===== src/hw/rtl/pfsr_pkg.sv =====
package pfsr_pkg;

  // Field and datapath widths
  localparam int RAW_W      = 19;
  localparam int DIVIDEND_W = RAW_W - 1;
  localparam int DIVISOR_W  = 10;
  localparam int TARGET_W   = 8;
  localparam int GAIN_W     = 16;
  localparam int CEIL_W     = 8;
  localparam int DUTY_W     = 8;
  localparam int ERR_W      = 9;
  localparam int DIFF_W     = 11;
  localparam int INTEG_W    = 7;
  localparam int TERM_W     = 13;
  localparam int ACC_W      = 30;

  // Control constants
  localparam int TEMP_LOW       = 1;
  localparam int TEMP_HIGH      = 149;
  localparam int INTEGRAL_LIMIT = 120;
  localparam int WINDUP_MARGIN  = 4;
  localparam int GAIN_FRAC_BITS = 8;

  // Configuration port
  localparam int CFG_IDX_W  = 3;
  localparam int CFG_DATA_W = 16;

  localparam logic [CFG_IDX_W-1:0] REG_TEMP_DIVISOR = 3'd0;
  localparam logic [CFG_IDX_W-1:0] REG_TARGET_TEMP  = 3'd1;
  localparam logic [CFG_IDX_W-1:0] REG_GAIN_P       = 3'd2;
  localparam logic [CFG_IDX_W-1:0] REG_GAIN_I       = 3'd3;
  localparam logic [CFG_IDX_W-1:0] REG_GAIN_D       = 3'd4;
  localparam logic [CFG_IDX_W-1:0] REG_PWM_CEILING  = 3'd5;

  // Register reset values
  localparam logic [DIVISOR_W-1:0] RST_TEMP_DIVISOR = 10'd10;
  localparam logic [TARGET_W-1:0]  RST_TARGET_TEMP  = 8'd75;
  localparam logic [GAIN_W-1:0]    RST_GAIN_P       = 16'd2560;
  localparam logic [GAIN_W-1:0]    RST_GAIN_I       = 16'd512;
  localparam logic [GAIN_W-1:0]    RST_GAIN_D       = 16'd2560;
  localparam logic [CEIL_W-1:0]    RST_PWM_CEILING  = 8'd120;

  typedef struct packed {
    logic signed [RAW_W-1:0] sensor_raw;
    logic                    sensor_present;
  } sample_t;

  typedef struct packed {
    logic [DUTY_W-1:0] pwm_duty;
    logic              hold_first;
  } duty_t;

endpackage


===== src/hw/rtl/pfsr_div.sv =====
module pfsr_div #(
  parameter int DIVIDEND_W = pfsr_pkg::DIVIDEND_W,
  parameter int DIVISOR_W  = pfsr_pkg::DIVISOR_W
) (
  input  logic                  clk,
  input  logic                  rst,
  input  logic                  start,
  input  logic [DIVIDEND_W-1:0] dividend,
  input  logic [DIVISOR_W-1:0]  divisor,
  output logic                  done,
  output logic [DIVIDEND_W-1:0] quotient
);

  localparam int CNT_W = $clog2(DIVIDEND_W + 1);

  logic                 busy;
  logic [CNT_W-1:0]     cnt;
  logic [DIVISOR_W-1:0] rem;
  logic [DIVISOR_W:0]   trial;
  logic                 fits;

  // Bring down one dividend bit and try the subtraction
  assign trial = {rem, quotient[DIVIDEND_W-1]};
  assign fits  = trial >= {1'b0, divisor};

  // Control: count one quotient bit a cycle, flag the last
  always_ff @(posedge clk) begin
    if (rst) begin
      busy <= 1'b0;
      cnt  <= '0;
      done <= 1'b0;
    end else begin
      done <= busy && (cnt == CNT_W'(1));
      if (start) begin
        busy <= 1'b1;
        cnt  <= CNT_W'(DIVIDEND_W);
      end else if (busy) begin
        cnt <= cnt - CNT_W'(1);
        if (cnt == CNT_W'(1)) begin
          busy <= 1'b0;
        end
      end
    end
  end

  // Datapath: shift the quotient in as the dividend shifts out
  always_ff @(posedge clk) begin
    if (start) begin
      rem      <= '0;
      quotient <= dividend;
    end else if (busy) begin
      rem      <= fits ? DIVISOR_W'(trial - {1'b0, divisor}) : trial[DIVISOR_W-1:0];
      quotient <= {quotient[DIVIDEND_W-2:0], fits};
    end
  end

endmodule


===== src/hw/rtl/pid_fan_speed_regulator.sv =====
// PID fan speed regulator.
// sample channel (sample_valid/sample_ready, payload sample) takes one control
// tick: a raw reading and a sensor-present flag. duty channel
// (duty_valid/duty_ready, payload duty) gives at most one drive update per tick.
// Configuration is written through cfg_we/cfg_index/cfg_data, one register
// per write; the user is to write it only while the block is idle, which the
// block itself does not enforce. Unknown indexes are ignored. A tick with the
// sensor absent or a negative reading is dropped in the transfer cycle itself.
// Otherwise an 18-step restoring divider scales the reading, then a bit-serial
// multiply-accumulate walks the 16 gain bits, one per cycle, for all three
// terms together, and a finish step clamps and loads the output register.
// A tick whose temperature lies out of range returns to idle after the divide.
// One tick is worked on at a time; sample_ready is high only between ticks and
// never in reset.
// A finished result sits in the output register; while the receiver stalls
// the next tick may still be taken, and its own result waits in the finish
// step until the register frees. State is committed only on that step.
// Reset (rst, synchronous) restores register defaults, clears the error
// history and integral, marks the fan stopped and empties the output.
module pid_fan_speed_regulator #(
  parameter int INTEGRAL_LIMIT = pfsr_pkg::INTEGRAL_LIMIT,
  parameter int WINDUP_MARGIN  = pfsr_pkg::WINDUP_MARGIN,
  parameter int GAIN_FRAC_BITS = pfsr_pkg::GAIN_FRAC_BITS
) (
  input  logic                                 clk,
  input  logic                                 rst,
  input  logic                                 sample_valid,
  output logic                                 sample_ready,
  input  pfsr_pkg::sample_t                    sample,
  output logic                                 duty_valid,
  input  logic                                 duty_ready,
  output pfsr_pkg::duty_t                      duty,
  input  logic                                 cfg_we,
  input  logic [pfsr_pkg::CFG_IDX_W-1:0]       cfg_index,
  input  logic [pfsr_pkg::CFG_DATA_W-1:0]      cfg_data
);

  localparam int ERR_W   = pfsr_pkg::ERR_W;
  localparam int DIFF_W  = pfsr_pkg::DIFF_W;
  localparam int INTEG_W = pfsr_pkg::INTEG_W;
  localparam int TERM_W  = pfsr_pkg::TERM_W;
  localparam int ACC_W   = pfsr_pkg::ACC_W;
  localparam int GAIN_W  = pfsr_pkg::GAIN_W;
  localparam int QW      = pfsr_pkg::DIVIDEND_W;
  localparam int BIT_W   = $clog2(GAIN_W);
  localparam int FRAC    = GAIN_FRAC_BITS;

  typedef enum logic [3:0] {
    S_IDLE = 4'b0001,
    S_DIV  = 4'b0010,
    S_MAC  = 4'b0100,
    S_FIN  = 4'b1000
  } state_t;

  state_t state;

  // Configuration registers
  logic [pfsr_pkg::DIVISOR_W-1:0] temp_divisor;
  logic [pfsr_pkg::TARGET_W-1:0]  target_temp;
  logic [GAIN_W-1:0]              gain_p;
  logic [GAIN_W-1:0]              gain_i;
  logic [GAIN_W-1:0]              gain_d;
  logic [pfsr_pkg::CEIL_W-1:0]    pwm_ceiling;

  // Controller state
  logic signed [ERR_W-1:0] last_error;
  logic signed [ERR_W-1:0] prior_error;
  logic [INTEG_W-1:0]      integral_sum;
  logic                    fan_running;

  // Working registers for the current tick
  logic signed [ERR_W-1:0]  e_r;
  logic signed [DIFF_W-1:0] d_r;
  logic [INTEG_W-1:0]       integ_r;
  logic signed [ACC_W-1:0]  acc;
  logic [BIT_W-1:0]         bit_idx;

  logic                                 accept;
  logic                                 div_start;
  logic                                 div_done;
  logic [QW-1:0]                        quotient;
  logic [pfsr_pkg::DIVISOR_W-1:0]       div_eff;
  logic                                 in_range;
  logic signed [ERR_W-1:0]              e_now;
  logic signed [9:0]                    e10;
  logic signed [9:0]                    cand;
  logic signed [9:0]                    wsum;
  logic [INTEG_W-1:0]                   integ_now;
  logic signed [DIFF_W-1:0]             d_now;
  logic signed [TERM_W-1:0]             term;
  logic signed [ACC_W-1:0]              top;
  logic signed [ACC_W-1:0]              drive_c;
  logic                                 out_free;
  logic                                 leave_fin;

  assign sample_ready = (state == S_IDLE) && !rst;
  assign accept       = sample_valid && sample_ready;
  assign div_start    = accept && sample.sensor_present && !sample.sensor_raw[pfsr_pkg::RAW_W-1];
  assign div_eff      = (temp_divisor == '0) ? pfsr_pkg::DIVISOR_W'(1) : temp_divisor;

  pfsr_div #(
    .DIVIDEND_W (QW),
    .DIVISOR_W  (pfsr_pkg::DIVISOR_W)
  ) u_div (
    .clk      (clk),
    .rst      (rst),
    .start    (div_start),
    .dividend (sample.sensor_raw[QW-1:0]),
    .divisor  (div_eff),
    .done     (div_done),
    .quotient (quotient)
  );

  // Range check, error and integral update on the quotient
  assign in_range = (quotient >= QW'(pfsr_pkg::TEMP_LOW)) &&
                    (quotient <= QW'(pfsr_pkg::TEMP_HIGH));
  assign e_now    = $signed({1'b0, quotient[7:0]}) - $signed({1'b0, target_temp});
  assign e10      = 10'(e_now);
  assign cand     = $signed({3'b000, integral_sum}) + e10;
  assign wsum     = e10 + $signed(10'(WINDUP_MARGIN));
  assign d_now    = DIFF_W'(e_now) - DIFF_W'(last_error) - DIFF_W'(last_error)
                  + DIFF_W'(prior_error);

  always_comb begin
    if (cand > $signed(10'(INTEGRAL_LIMIT))) begin
      integ_now = INTEG_W'(INTEGRAL_LIMIT);
    end else if (cand[9] || wsum[9]) begin
      integ_now = '0;
    end else begin
      integ_now = cand[INTEG_W-1:0];
    end
  end

  // One gain bit of all three products
  always_comb begin
    term = '0;
    if (gain_p[bit_idx]) begin
      term = term + TERM_W'(e_r);
    end
    if (gain_d[bit_idx]) begin
      term = term - TERM_W'(d_r);
    end
    if (gain_i[bit_idx]) begin
      term = term + $signed(TERM_W'(integ_r));
    end
  end

  // Clamp the drive to 0..ceiling
  assign top = $signed(ACC_W'(pwm_ceiling) << FRAC);
  always_comb begin
    if (acc > top) begin
      drive_c = top;
    end else if (acc[ACC_W-1]) begin
      drive_c = '0;
    end else begin
      drive_c = acc;
    end
  end

  assign out_free  = !duty_valid || duty_ready;
  assign leave_fin = (state == S_FIN) && out_free;

  // Sequencer
  always_ff @(posedge clk) begin
    if (rst) begin
      state <= S_IDLE;
    end else begin
      unique case (state)
        S_IDLE: begin
          if (div_start) begin
            state <= S_DIV;
          end
        end
        S_DIV: begin
          if (div_done) begin
            state <= in_range ? S_MAC : S_IDLE;
          end
        end
        S_MAC: begin
          if (bit_idx == '0) begin
            state <= S_FIN;
          end
        end
        S_FIN: begin
          if (out_free) begin
            state <= S_IDLE;
          end
        end
        default: state <= S_IDLE;
      endcase
    end
  end

  // Capture tick values, then accumulate MSB first
  always_ff @(posedge clk) begin
    if (state == S_DIV && div_done) begin
      e_r     <= e_now;
      d_r     <= d_now;
      integ_r <= integ_now;
      acc     <= '0;
      bit_idx <= BIT_W'(GAIN_W - 1);
    end else if (state == S_MAC) begin
      acc     <= {acc[ACC_W-2:0], 1'b0} + ACC_W'(term);
      bit_idx <= bit_idx - BIT_W'(1);
    end
  end

  // Commit controller state and load the result
  always_ff @(posedge clk) begin
    if (rst) begin
      last_error   <= '0;
      prior_error  <= '0;
      integral_sum <= '0;
      fan_running  <= 1'b0;
      duty_valid   <= 1'b0;
    end else begin
      if (leave_fin) begin
        prior_error  <= last_error;
        last_error   <= e_r;
        integral_sum <= integ_r;
      end
      if (leave_fin && (drive_c != '0)) begin
        fan_running     <= 1'b1;
        duty_valid      <= 1'b1;
        duty.pwm_duty   <= drive_c[FRAC +: pfsr_pkg::DUTY_W];
        duty.hold_first <= 1'b0;
      end else if (leave_fin && fan_running) begin
        fan_running     <= 1'b0;
        duty_valid      <= 1'b1;
        duty.pwm_duty   <= '0;
        duty.hold_first <= 1'b1;
      end else if (duty_valid && duty_ready) begin
        duty_valid <= 1'b0;
      end
    end
  end

  // Configuration writes
  always_ff @(posedge clk) begin
    if (rst) begin
      temp_divisor <= pfsr_pkg::RST_TEMP_DIVISOR;
      target_temp  <= pfsr_pkg::RST_TARGET_TEMP;
      gain_p       <= pfsr_pkg::RST_GAIN_P;
      gain_i       <= pfsr_pkg::RST_GAIN_I;
      gain_d       <= pfsr_pkg::RST_GAIN_D;
      pwm_ceiling  <= pfsr_pkg::RST_PWM_CEILING;
    end else if (cfg_we) begin
      unique case (cfg_index)
        pfsr_pkg::REG_TEMP_DIVISOR: temp_divisor <= cfg_data[pfsr_pkg::DIVISOR_W-1:0];
        pfsr_pkg::REG_TARGET_TEMP:  target_temp  <= cfg_data[pfsr_pkg::TARGET_W-1:0];
        pfsr_pkg::REG_GAIN_P:       gain_p       <= cfg_data[GAIN_W-1:0];
        pfsr_pkg::REG_GAIN_I:       gain_i       <= cfg_data[GAIN_W-1:0];
        pfsr_pkg::REG_GAIN_D:       gain_d       <= cfg_data[GAIN_W-1:0];
        pfsr_pkg::REG_PWM_CEILING:  pwm_ceiling  <= cfg_data[pfsr_pkg::CEIL_W-1:0];
        default: ;
      endcase
    end
  end

  // Checks
  a_integ_limit: assert property (@(posedge clk) disable iff (rst)
    integral_sum <= INTEG_W'(INTEGRAL_LIMIT))
    else $error("integral above its limit");

  a_stop_gives_hold: assert property (@(posedge clk) disable iff (rst)
    (!$past(rst) && $fell(fan_running)) |-> (duty_valid && duty.hold_first))
    else $error("fan stopped without a hold result");

  a_duty_running: assert property (@(posedge clk) disable iff (rst)
    (duty_valid && duty.pwm_duty != '0) |-> fan_running)
    else $error("nonzero drive while fan marked stopped");

  a_div_done_state: assert property (@(posedge clk) disable iff (rst)
    div_done |-> (state == S_DIV))
    else $error("divider finished outside the divide step");

endmodule


===== config.mk =====
export PLATFORM = sky130hd
export DESIGN_NAME = pid_fan_speed_regulator
export DESIGN_NICKNAME = d
export VERILOG_FILES = /design/src/hw/rtl/pfsr_pkg.sv /design/src/hw/rtl/pfsr_div.sv /design/src/hw/rtl/pid_fan_speed_regulator.sv
export SDC_FILE = /design/constraint.sdc
export NUM_CORES = 1
export LEC_CHECK = 0
export BUFFER_PORTS_ARGS = -buffer_cell sky130_fd_sc_hd__buf_2
export CORE_MARGIN = 1.5
export CORE_UTILIZATION = 50
export CTS_CLUSTER_SIZE = 20
export DETAILED_ROUTE_END_ITERATION = 10
export PLACE_DENSITY = 0.74
export SETUP_SLACK_MARGIN = 0.4
export SLEW_MARGIN = 20
export SYNTH_ARGS = -nofsm -noshare
export SYNTH_HDL_FRONTEND = slang
export SYNTH_HIERARCHICAL = 1
export SYNTH_SLANG_ARGS = --single-unit
export TNS_END_PERCENT = 30

===== constraint.sdc =====
create_clock -name clk -period 14.3 [get_ports clk]
set_clock_uncertainty 0.2 [all_clocks]
set_input_delay 0.715 -clock clk [delete_from_list [all_inputs] [get_ports clk]]
set_output_delay 0.715 -clock clk [all_outputs]
set_load 0.02 [all_outputs]

After elaboration in Yosys (flattened, before gate mapping) --
Cells that the tools add are included.
Operators by class: add/sub/neg operators 12, $mul 0, divide/modulo/power cells 0, magnitude comparators 6, equal/unequal tests 14, shift operators 0, multiplexer cells 34, bitwise operators 1, reductions and logical operators 33
Operator list (number):
- $mux W29 | 2
- $mux W13 | 3
- $mux W18 | 2
- $add A30 B30 Y30 | 1
- $gt A30 B17 Y1 | 1
- $reduce_bool A30 Y1 | 1
- $mux W10 | 2
- $ge A18 B1 Y1 const B | 1
- $le A18 B8 Y1 const B | 1
- $mux W9 | 2
- $mux W4 | 4
- $pmux W4 S4 | 1
- $reduce_and A2 Y1 | 7
- $add A13 B8 Y13 | 1
- $sub A13 B11 Y13 | 1
- $bmux W1 S4 | 3
- $add A11 B9 Y11 | 1
- $ge A11 B10 Y1 | 1
- $logic_and A1 B1 Y1 | 11
- $mux W1 | 11
- $sub A10 B9 Y11 | 1
- $add A8 B9 Y10 | 1
- $add A9 B4 Y10 const B | 1
- $gt A10 B8 Y1 const B | 1
- other kinds (29) | 39
Word-level totals: flip-flop bits (word level) 210, bits in latches 0, memory bits (writable) 0, ROM bits 0, output and inout bits 11, memories 0

Longest topological paths before layout --
Gate-level depths: netlist (run 1).
depth after elaboration 8, depth in mapped cells 31

Cells and area by module --
Netlist (run 1), hierarchy kept.
Modules (own cells, without submodules):
- pid_fan_speed_regulator | instances 1, cells each 1312, area an instance 10910.5 um^2, seq. area each 3863.7 um^2
- pfsr_div | instances 1, cells each 195, area an instance 2050.7 um^2, seq. area each 880.8 um^2

Worst setup path after synthesis (run 1) --
OpenSTA, ideal clock, no wires.
path kind register -> register, start point register bit_idx[1], end point register acc[28], arrival 6.139 ns, path slack 7.828 ns, stages on the path, launching flop included 29, path buffers 2, period minus slack after synthesis 6.472 ns, cell sequence dfxtp_1 buf_2 mux4_2 mux2i_1 mux2i_1 clkbuf_1 and2_1 ha_1 nor2b_1 o31ai_1 nor2b_1 xnor2_1 mux2_2 ha_1 a21o_1 o21a_1 o21ai_0 a2111o_1 o31a_1 ha_1 a21o_1 a21o_1 a21oi_1 o211ai_1 o21ai_0 a31oi_1 a31oi_1 xor2_1 a21oi_1
On the way: longest elaborated chain between the ends 8
RTL lines:
- start, declared | RTL line pid_fan_speed_regulator.sv:76 | logic [BIT_W-1:0] bit_idx;
- start signal, assigned | RTL line pid_fan_speed_regulator.sv:201 | bit_idx <= BIT_W'(GAIN_W - 1);
- start signal, assigned | RTL line pid_fan_speed_regulator.sv:204 | bit_idx <= bit_idx - BIT_W'(1);
- $bmux W1 S4 | RTL line pid_fan_speed_regulator.sv:137 | if (gain_p[bit_idx]) begin
- $mux W1 (not written as such) | RTL line pid_fan_speed_regulator.sv:137
- $mux W13 | RTL line pid_fan_speed_regulator.sv:137
- $sub A13 B11 Y13 | RTL line pid_fan_speed_regulator.sv:141 | term = term - TERM_W'(d_r);
- $mux W13 | RTL line pid_fan_speed_regulator.sv:140 | if (gain_d[bit_idx]) begin
- $add A13 B8 Y13 | RTL line pid_fan_speed_regulator.sv:144 | term = term + $signed(TERM_W'(integ_r));
- $mux W13 * | RTL line pid_fan_speed_regulator.sv:143 | if (gain_i[bit_idx]) begin
- $add A30 B30 Y30 * | RTL line pid_fan_speed_regulator.sv:203 | acc <= {acc[ACC_W-2:0], 1'b0} + ACC_W'(term);
- end signal, assigned | RTL line pid_fan_speed_regulator.sv:203
- end, declared | RTL line pid_fan_speed_regulator.sv:75 | logic signed [ACC_W-1:0] acc;
Mark *: on every way between the ends. The rest lies on a longest branch, timed or not. The select of a mux whose other input is x is not followed. A chain may end at the register's enable or synchronous reset.

Worst setup path after layout (run 1) --
start point register bit_idx[0], end point register acc[25]
Same word-level chain as after synthesis.

==> impl_summary.txt, run 1 <==
----------------------------------------------------
[Die]
  Die Width ... 164 um
  Boundary pin count ... 55
  Initial standard-cell utilization of the core ... 51.2%
  Number of rows created at floorplan ... 58
  Area of the die ... 26900 um^2
  Die boundary height ... 164 um
  Floorplan core area ... 25300 um^2

[Min path]
  Path category of the worst min-delay check ... register to register
  Count of cells along the worst hold path ... 2
  Hold Path Origin ... prior_error[8]$_SDFFE_PP0P_
  Terminating pin of the worst hold path ... prior_error[8]$_SDFFE_PP0P_

[Job]
  Max_cap viols ... 0

[Cells and area]
  Leading cell types in the layout, fill and taps excluded ... 281 x nand2_1, 188 x a21oi_1, 156 x dfxtp_1
  Number of nets at the end of the flow ... 1689
  FILL cells ... 2286
  Share of post-route cells with drive strength above 1 ... 10.3%
  Antenna Diode Count ... 0
  Final standard cell area without fillers ... 14300 um^2
  Most common cell after layout, fill and taps aside ... nand2_1
  Final core utilization ... 56.6%
  Relative area change from synthesis to final layout ... 10.6%

[Synthesis]
  Post-Synthesis Cell Area ... 13000 um^2
  Asr flop ratio synth ... 0%
  Yosys synthesis warning count ... 6
  Syn Area/Cell ... 8.60 um^2
  Count of unique library cells instantiated by Yosys ... 74
  Leading register cell type out of synthesis ... dfxtp_1
  Post-synthesis register bit count ... 210
  Sequential area share after synthesis ... 36.6%
  EDFF count, synth ... 54
  Net count after synthesis ... 1663
  Post-Syn Instances ... 1507

[STA]
  RSZ-0062 raised after global routing ... no
  Aggregate negative setup slack ... 0 ns
  Actual slew at the worst max-slew pin ... 1.03 ns
  Final critical-path required period ... 7.95 ns
  Final-report hold violation count ... 0
  Setup WS post-layout ... 6.35 ns
  Fin crit share ... 55.6%
  Count of final max-slew check failures ... 0
  Worst max-slew margin expressed relative to the limit ... 31.1%
  Fmax ... 126 MHz
  Total of endpoints with negative setup slack in the final report ... 0

[Power]
  Share of total power in combinational logic ... 17.8%
  Sequential power share ... 41.3%
  Clock share of power ... 41.0%
  Power per standard cell area ... 110 nW/um^2
  Total power consumption of the routed design ... 0.00158 W
  Switching power total ... 0.000426 W
  Internal power ... 0.00116 W
  Maximum vdd ir drop ... 137 uV
  Switching share of total power ... 27.0%
  Leakage power ... 5.89 nW

[Placement]
  Half-perimeter wire length after detailed placement ... 21400 um
  Cell area reported after detailed placement ... 13500 um^2
  Weighted congestion reported at the end of routability-driven placement ... 0.877
  Pre-CTS setup slack ... 6.39 ns
  Count of input and output buffers ... 54

[Drt]
  First-pass DRT Iterations ... 5
  Drt via density ... 5.69
  Iteration-0 DRC count of the detailed router ... 587
  Total number of vias ... 10700
  ANT nets after route ... 0
  Routed length per placed instance ... 15.6 um
  Routed WL ... 29400 um
  Residual DRC ... 0

[Critical path]
  CP startpoint ... bit_idx[0]$_SDFFE_PP1N_
  Class of the most critical setup path ... register to register
  Flop2flop setup slack ... 6.35 ns
  FF-to-FF path depth ... 25
  Crit. End Element ... register
  Arrival time reported for the critical path endpoint ... 8.11 ns
  Source of the worst register-to-register timing path ... bit_idx[0]$_SDFFE_PP1N_
  Worst reg2reg path endpoint ... acc[25]$_SDFFE_PP0N_
  Crit path max fanout ... 19
  Required time of the worst setup path ... 14.46 ns
  Kind of start point of the critical path ... register

[Clock tree]
  Hold-fix buffers at CTS ... 0
  Buffers inserted by post-CTS timing repair ... 0
  Clock tree from TritonCTS ... built
  Sinks on Clock Net ... 210
  Post-CTS resize count ... 0
  Master cell of the clock root buffer ... clkbuf_16
  Clock Pin Slew Worst Setup and Hold Paths ... 0.06 ns
  Htree depth ... 1
  Inserted Clock Buffers ... 24
  Number of buffers on the longest clock path ... 3
  Later-pin clock latency in the skew report ... 0.52 ns

[Global route]
  Leftover overflow at the end of global routing ... 0
  Global-route total usage across every layer ... 22.1%
  Initial antenna violation count ... 0
  Largest net degree at the start of global routing ... 96
  Global-route wire length before repair ... 48900 um
  Number of global-route vias before repair ... 10400

[Run status]
  Run status ... finished, final reports clean

----------------------------------------------------
==> cell families (layout without fill, tap and decap cells) <==
kind of cell	Yosys count	after routing	share of synthesized area [%]
compound gates	366	366	17.3
mux	58	58	6.22
buf+inv	155	199	4.74
flops	210	210	36.6
xor+xnor	65	65	4.39
simple gates	541	541	19.0
fa+ha+maj	112	112	11.7
==> layout make-up <==
cell class / instances / area (um^2) / area share, %
clock buffer: 34 / 731 / 5.10
clock inverter: 10 / 126 / 0.882
inverter: 88 / 330 / 2.31
multi-input combinational: 1142 / 7610 / 53.1
sequential: 210 / 4740 / 33.1
tap: 330 / 413 / 2.88
timing repair buffer: 67 / 370 / 2.58
==> registers in the layout, indices dropped and copies added, names as in the netlist, 4 cells and up <==
| signal | count |
|---|---|
| acc | 30 |
| u_div/quotient | 18 |
| gain_d | 16 |
| gain_i | 16 |
| gain_p | 16 |
| d_r | 11 |
| temp_divisor | 10 |
| u_div/rem | 10 |
| duty | 9 |
| e_r | 9 |
| last_error | 9 |
| prior_error | 9 |
| pwm_ceiling | 8 |
| target_temp | 8 |
| integ_r | 7 |
| integral_sum | 7 |
| u_div/cnt | 5 |
| bit_idx | 4 |
| state | 4 |
==> cells in the mapped netlist (all sizes together), types with 6 or more instances <==
cell type    n  area [um^2]
o21ai       48          240
clkbuf      56          210
nand3b      18          135
a221oi       6         52.6
a21boi       8         60.1
and3        14         87.6
a211oi      15          113
nand2      281         1050
o21a         9         75.1
mux4        12          300
and2        11         68.8
ha          96         1200
nor2        98          368
nand2b      11         68.8
o211ai      10         75.1
o21bai       6         45.0
a21oi      188          941
fa          16          320
edfxtp      54         1620
nor2b       13         81.3
nor3        19         95.1
a211o        6         52.6
nor3b       10         86.3
a21o        30          229
inv         88          330
dfxtp      156         3120
mux2        23          259
nor4        17          106
mux2i       23          246
or2          6         37.5
xnor2       44          385
a31oi       13          103
nand3       24          120
xor2        21          184
buf         11         73.8
==> how the worst max path moves through the flow <==
stage / end / cells after the start / slack (ns)
2_1_floorplan: acc[28]$_SDFFE_PP0N_ / 28 / 7.83
3_3_place_gp: acc[25]$_SDFFE_PP0N_ / 25 / 6.65
3_5_place_dp: acc[25]$_SDFFE_PP0N_ / 25 / 6.39
4_1_cts: acc[25]$_SDFFE_PP0N_ / 25 / 6.37
5_1_grt: acc[28]$_SDFFE_PP0N_ / 28 / 5.67
6_report: acc[25]$_SDFFE_PP0N_ / 25 / 6.35
==> metrics by stage <==
stage / cells / hold WS (ns)
2_1_floorplan: 1507 / 0.229
3_5_place_dp: 1837 / 0.245
6_report: 1881 / 0.252
5_1_grt: 1881 / 0.267
3_3_place_gp: 1837 / 0.238
4_1_cts: 1881 / 0.247
==> per-layer routing <==
metal  vias to the layer above  GRT usage, %  share of wire (%)
met1                      5064          28.5                 45
met2                       242          38.2                 48
li1                       5346             -                  -
met3                        57          2.80                4.1
met4                         0          7.02                2.7
met5                         -             0                  0
==> worst max-delay path, cell delays in order, from the launching register on <==
cell and delay (ns):
dfxtp_1 0.77, mux4_1 0.63, mux2i_1 0.15, mux2i_1 0.26, and2_1 0.31, ha_1 0.27
nor2b_1 0.14, o31ai_1 0.37, nor2b_1 0.23, xnor2_1 0.07, mux2_2 0.29, ha_1 0.31
a21o_1 0.18, o21a_1 0.18, o21ai_0 0.41, a2111o_1 0.19, o31a_1 0.67, ha_1 0.39
a21oi_1 0.19, o21ai_0 0.13, a221oi_1 0.44, a21boi_0 0.27, a31oi_1 0.28, o21ai_0 0.13
mux2i_1 0.20, a31oi_1 0.11
==> power by group through the flow <==
stage / registers [W] / clock network, W / logic (W)
after detailed placement: 0.000665 / 0 / 0.000279
final: 0.000653 / 0.000648 / 0.000281
after global routing: 0.000655 / 0.000685 / 0.000315
after floorplan: 0.000659 / 0 / 0.000230
after global placement: 0.000664 / 0 / 0.000271
after CTS: 0.000653 / 0.000661 / 0.000281
Power figures use the tool's default switching activity.
==> inputs of run 2 (changes only) <==
--- a/config.mk
+++ b/config.mk
@@ -5,12 +5,13 @@
 export SDC_FILE = /design/constraint.sdc
 export NUM_CORES = 1
 export LEC_CHECK = 0
+export ABC_AREA = 1
 export BUFFER_PORTS_ARGS = -buffer_cell sky130_fd_sc_hd__buf_2
 export CORE_MARGIN = 1.5
 export CORE_UTILIZATION = 50
 export CTS_CLUSTER_SIZE = 20
 export DETAILED_ROUTE_END_ITERATION = 10
-export PLACE_DENSITY = 0.74
+export PLACE_DENSITY = 0.76
 export SETUP_SLACK_MARGIN = 0.4
 export SLEW_MARGIN = 20
 export SYNTH_ARGS = -nofsm -noshare
==> constraint.sdc (replaced) <==
create_clock -name clk -period 6.5 [get_ports clk]
set_clock_uncertainty 0.2 [all_clocks]
set_input_delay 0.325 -clock clk [delete_from_list [all_inputs] [get_ports clk]]
set_output_delay 0.325 -clock clk [all_outputs]
set_load 0.02 [all_outputs]
==> impl_summary.txt, run 2 <==
----------------------------------------------------
[Run status]
  Run status ... finished, final reports clean

[Die]
  Number of rows created at floorplan ... 60
  Floorplan core area ... 26900 um^2
  Initial standard-cell utilization of the core ... 50.8%
  Die boundary height ... 168 um
  Area of the die ... 28300 um^2
  Die Width ... 168 um
  Boundary pin count ... 55

[Min path]
  Path category of the worst min-delay check ... primary input to register
  Count of cells along the worst hold path ... 4

[Global route]
  Largest net degree at the start of global routing ... 103
  Global-route wire length before repair ... 54200 um
  Global-route total usage across every layer ... 23.0%
  Leftover overflow at the end of global routing ... 0
  Initial antenna violation count ... 1
  Number of global-route vias before repair ... 11700

[STA]
  RSZ-0062 raised after global routing ... no
  Final critical-path required period ... 5.85 ns
  Count of final max-slew check failures ... 0
  Final-report hold violation count ... 0
  Worst max-slew margin expressed relative to the limit ... 40.5%
  Min Hold Slack ... 0.104 ns
  Aggregate negative setup slack ... 0 ns
  Total of endpoints with negative setup slack in the final report ... 0
  Actual slew at the worst max-slew pin ... 0.889 ns
  Fmax ... 171 MHz
  Fin crit share ... 90.0%

[Drt]
  First-pass DRT Iterations ... 5
  Total number of vias ... 12400
  ANT nets after route ... 0
  Routed WL ... 33600 um
  Drt via density ... 5.36
  Residual DRC ... 0
  Routed length per placed instance ... 14.5 um
  Iteration-0 DRC count of the detailed router ... 794

[Synthesis]
  Cell types occupying the most area after synthesis ... dfxtp_1 23%, edfxtp_1 12%, nand2_1 11%
  Net count after synthesis ... 2030
  Area share of the leading cell type in the synthesized netlist ... 22.9%
  Leading register cell type out of synthesis ... dfxtp_1
  Cell accounting for the most synthesized area ... dfxtp_1
  Post-Syn Instances ... 1874
  Asr flop ratio synth ... 0%
  Count of unique library cells instantiated by Yosys ... 57
  Dominant cell by count in the synthesized netlist ... nand2_1
  Yosys synthesis warning count ... 6
  Sequential area share after synthesis ... 34.8%
  Top cells by count, synth ... 394 x nand2_1, 254 x inv_1, 208 x nor2_1, 156 x dfxtp_1, 146 x o21ai_0
  Post-synthesis register bit count ... 210
  Post-Synthesis Cell Area ... 13700 um^2
  Syn Area/Cell ... 7.29 um^2
  EDFF count, synth ... 54

[Critical path]
  Worst stage delay on the critical path ... 0.40 ns
  FF-to-FF path depth ... 41
  WP buf/inv ... 7
  Crit. End Element ... register
  Crit path depth ... 41
  Required time of the worst setup path ... 6.77 ns
  Cell type group with the largest total delay on the critical path ... simple AND/OR/NAND/NOR gates
  Arrival time reported for the critical path endpoint ... 6.12 ns
  Kind of start point of the critical path ... register
  Cell at the slowest stage of the critical path ... dfxtp_4
  Crit path max fanout ... 14
  Most common cell on crit path ... nand2_1
  Class of the most critical setup path ... register to register

[Cells and area]
  Registers with the highest flip-flop counts ... acc x30, u_div/quotient x18
  Share of post-route cells with drive strength above 1 ... 13.0%
  FF+latch area ... 4750 um^2
  Number of nets at the end of the flow ... 2111
  Relative area change from synthesis to final layout ... 15.4%
  Final standard cell area without fillers ... 15800 um^2
  FILL cells ... 2378
  Most common cell after layout, fill and taps aside ... nand2_1
  Leading cell types in the layout, fill and taps excluded ... 389 x nand2_1, 251 x inv_1, 198 x nor2_1
  Number of flip-flops under the largest register name ... 30
  Total area of multi-input combinational cells ... 7980 um^2
  Register with the most flip-flops ... acc

[Power]
  Sequential power share ... 39.0%
  Switching power total ... 0.00127 W
  Internal power ... 0.00257 W
  Share of total power in combinational logic ... 28.2%
  Power per standard cell area ... 244 nW/um^2
  Clock share of power ... 32.8%
  Maximum vdd ir drop ... 273 uV
  Leakage power ... 7.58 nW
  Switching share of total power ... 33.1%

[Clock tree]
  Later-pin clock latency in the skew report ... 0.53 ns
  Master cell of the clock root buffer ... clkbuf_16
  Htree depth ... 1
  Inserted Clock Buffers ... 23
  Sinks on Clock Net ... 210
  Clock Pin Slew Worst Setup and Hold Paths ... 0.06 ns
  Clock tree from TritonCTS ... built
  Number of buffers on the longest clock path ... 3

[Placement]
  Cell area reported after detailed placement ... 14100 um^2
  Count of input and output buffers ... 54
  Weighted congestion reported at the end of routability-driven placement ... 0.970
  Half-perimeter wire length after detailed placement ... 23600 um

[Job]
  Max_cap viols ... 0

----------------------------------------------------
==> run 2: cell types whose count changed after synthesis, sizes merged, moves of 14 or more <==
cell,delta
o21ai,+110
a21o,-24
mux2,-23
inv,+174
nand2,+138
a21oi,-62
nor2,+120
o211ai,+16
mux2i,-23
clkbuf,-14
xnor2,-24
nand3,+99
==> run 2: metrics by stage <==
step | total power [W] | utilization [%] | cells | setup slack (ns)
floorplan | 0.00238 | - | 1874 | 1.06
global placement | 0.00253 | 52.6 | 2222 | 0.523
detailed placement | 0.00256 | 52.6 | 2222 | 0.293
CTS | 0.00384 | 56.8 | 2301 | 0.478
global route | 0.00406 | 58.6 | 2313 | 0.260
finish | 0.00384 | 58.6 | 2313 | 0.647
==> run 2: what timing repair did <==
item	CTS	global route
endpoints found under the hold margin	88	0
buffers inserted	1	11
hold buffers	37	0
resized for setup	7	89
gates cloned	0	0
pin swaps	0	13
endpoints found under the setup margin	5	18
==> run 2: worst paths after layout <==
kind,from,slack [ns],to
worst min register to register,gain_p[2]$_SDFFE_PP0P_,0.26,gain_p[2]$_SDFFE_PP0P_
worst min-delay path,cfg_index[1],0.10,gain_p[11]$_SDFFE_PP1P_
worst max-delay path,bit_idx[0]$_SDFFE_PP1N_,0.65,acc[21]$_SDFFE_PP0N_
worst max register to register,bit_idx[0]$_SDFFE_PP1N_,0.65,acc[21]$_SDFFE_PP0N_
==> run 2: tightest hold or removal path: stages <==
cell,delay (ns)
buf_2,0.11
nand2_1,0.09
nor2_1,0.10
o211ai_1,0.17
==> run 2: layout make-up <==
cell class | count | area share, %
repair buffers | 116 | 5.41
diodes | 1 | 0.0159
well taps | 341 | 2.71
clock inverters | 6 | 0.341
inverters | 267 | 6.43
multi-input cells | 1337 | 50.7
clock buffers | 35 | 4.26
flip-flops and latches | 210 | 30.2
==> run 2: kinds of logic after synthesis <==
| kind of cell | Yosys count | synth area share, % |
|---|---|---|
| AO/OA/AOI/OAI | 359 | 14.9 |
| buffers and inverters | 327 | 9.69 |
| AND/OR/NAND/NOR | 818 | 26.5 |
| XOR/XNOR | 48 | 3.08 |
| adder cells (fa/ha/maj) | 112 | 11.1 |
| flip-flops | 210 | 34.8 |
==> run 2: power groups by stage <==
stage	combinational [W]	sequential (W)	clock [W]
final	0.00108	0.00150	0.00126
after global routing	0.00122	0.00150	0.00134
after CTS	0.00106	0.00150	0.00128
after detailed placement	0.00104	0.00152	0
after global placement	0.00101	0.00152	0
after floorplan	0.000866	0.00151	0
==> run 2: layer usage <==
layer  up-vias  wire length, um  track usage (%)
met3        74             1550             2.63
met5         -                0                0
li1       6289                -                -
met1      5679            14800             29.7
met2       347            16300             39.9
met4         0              989             7.92
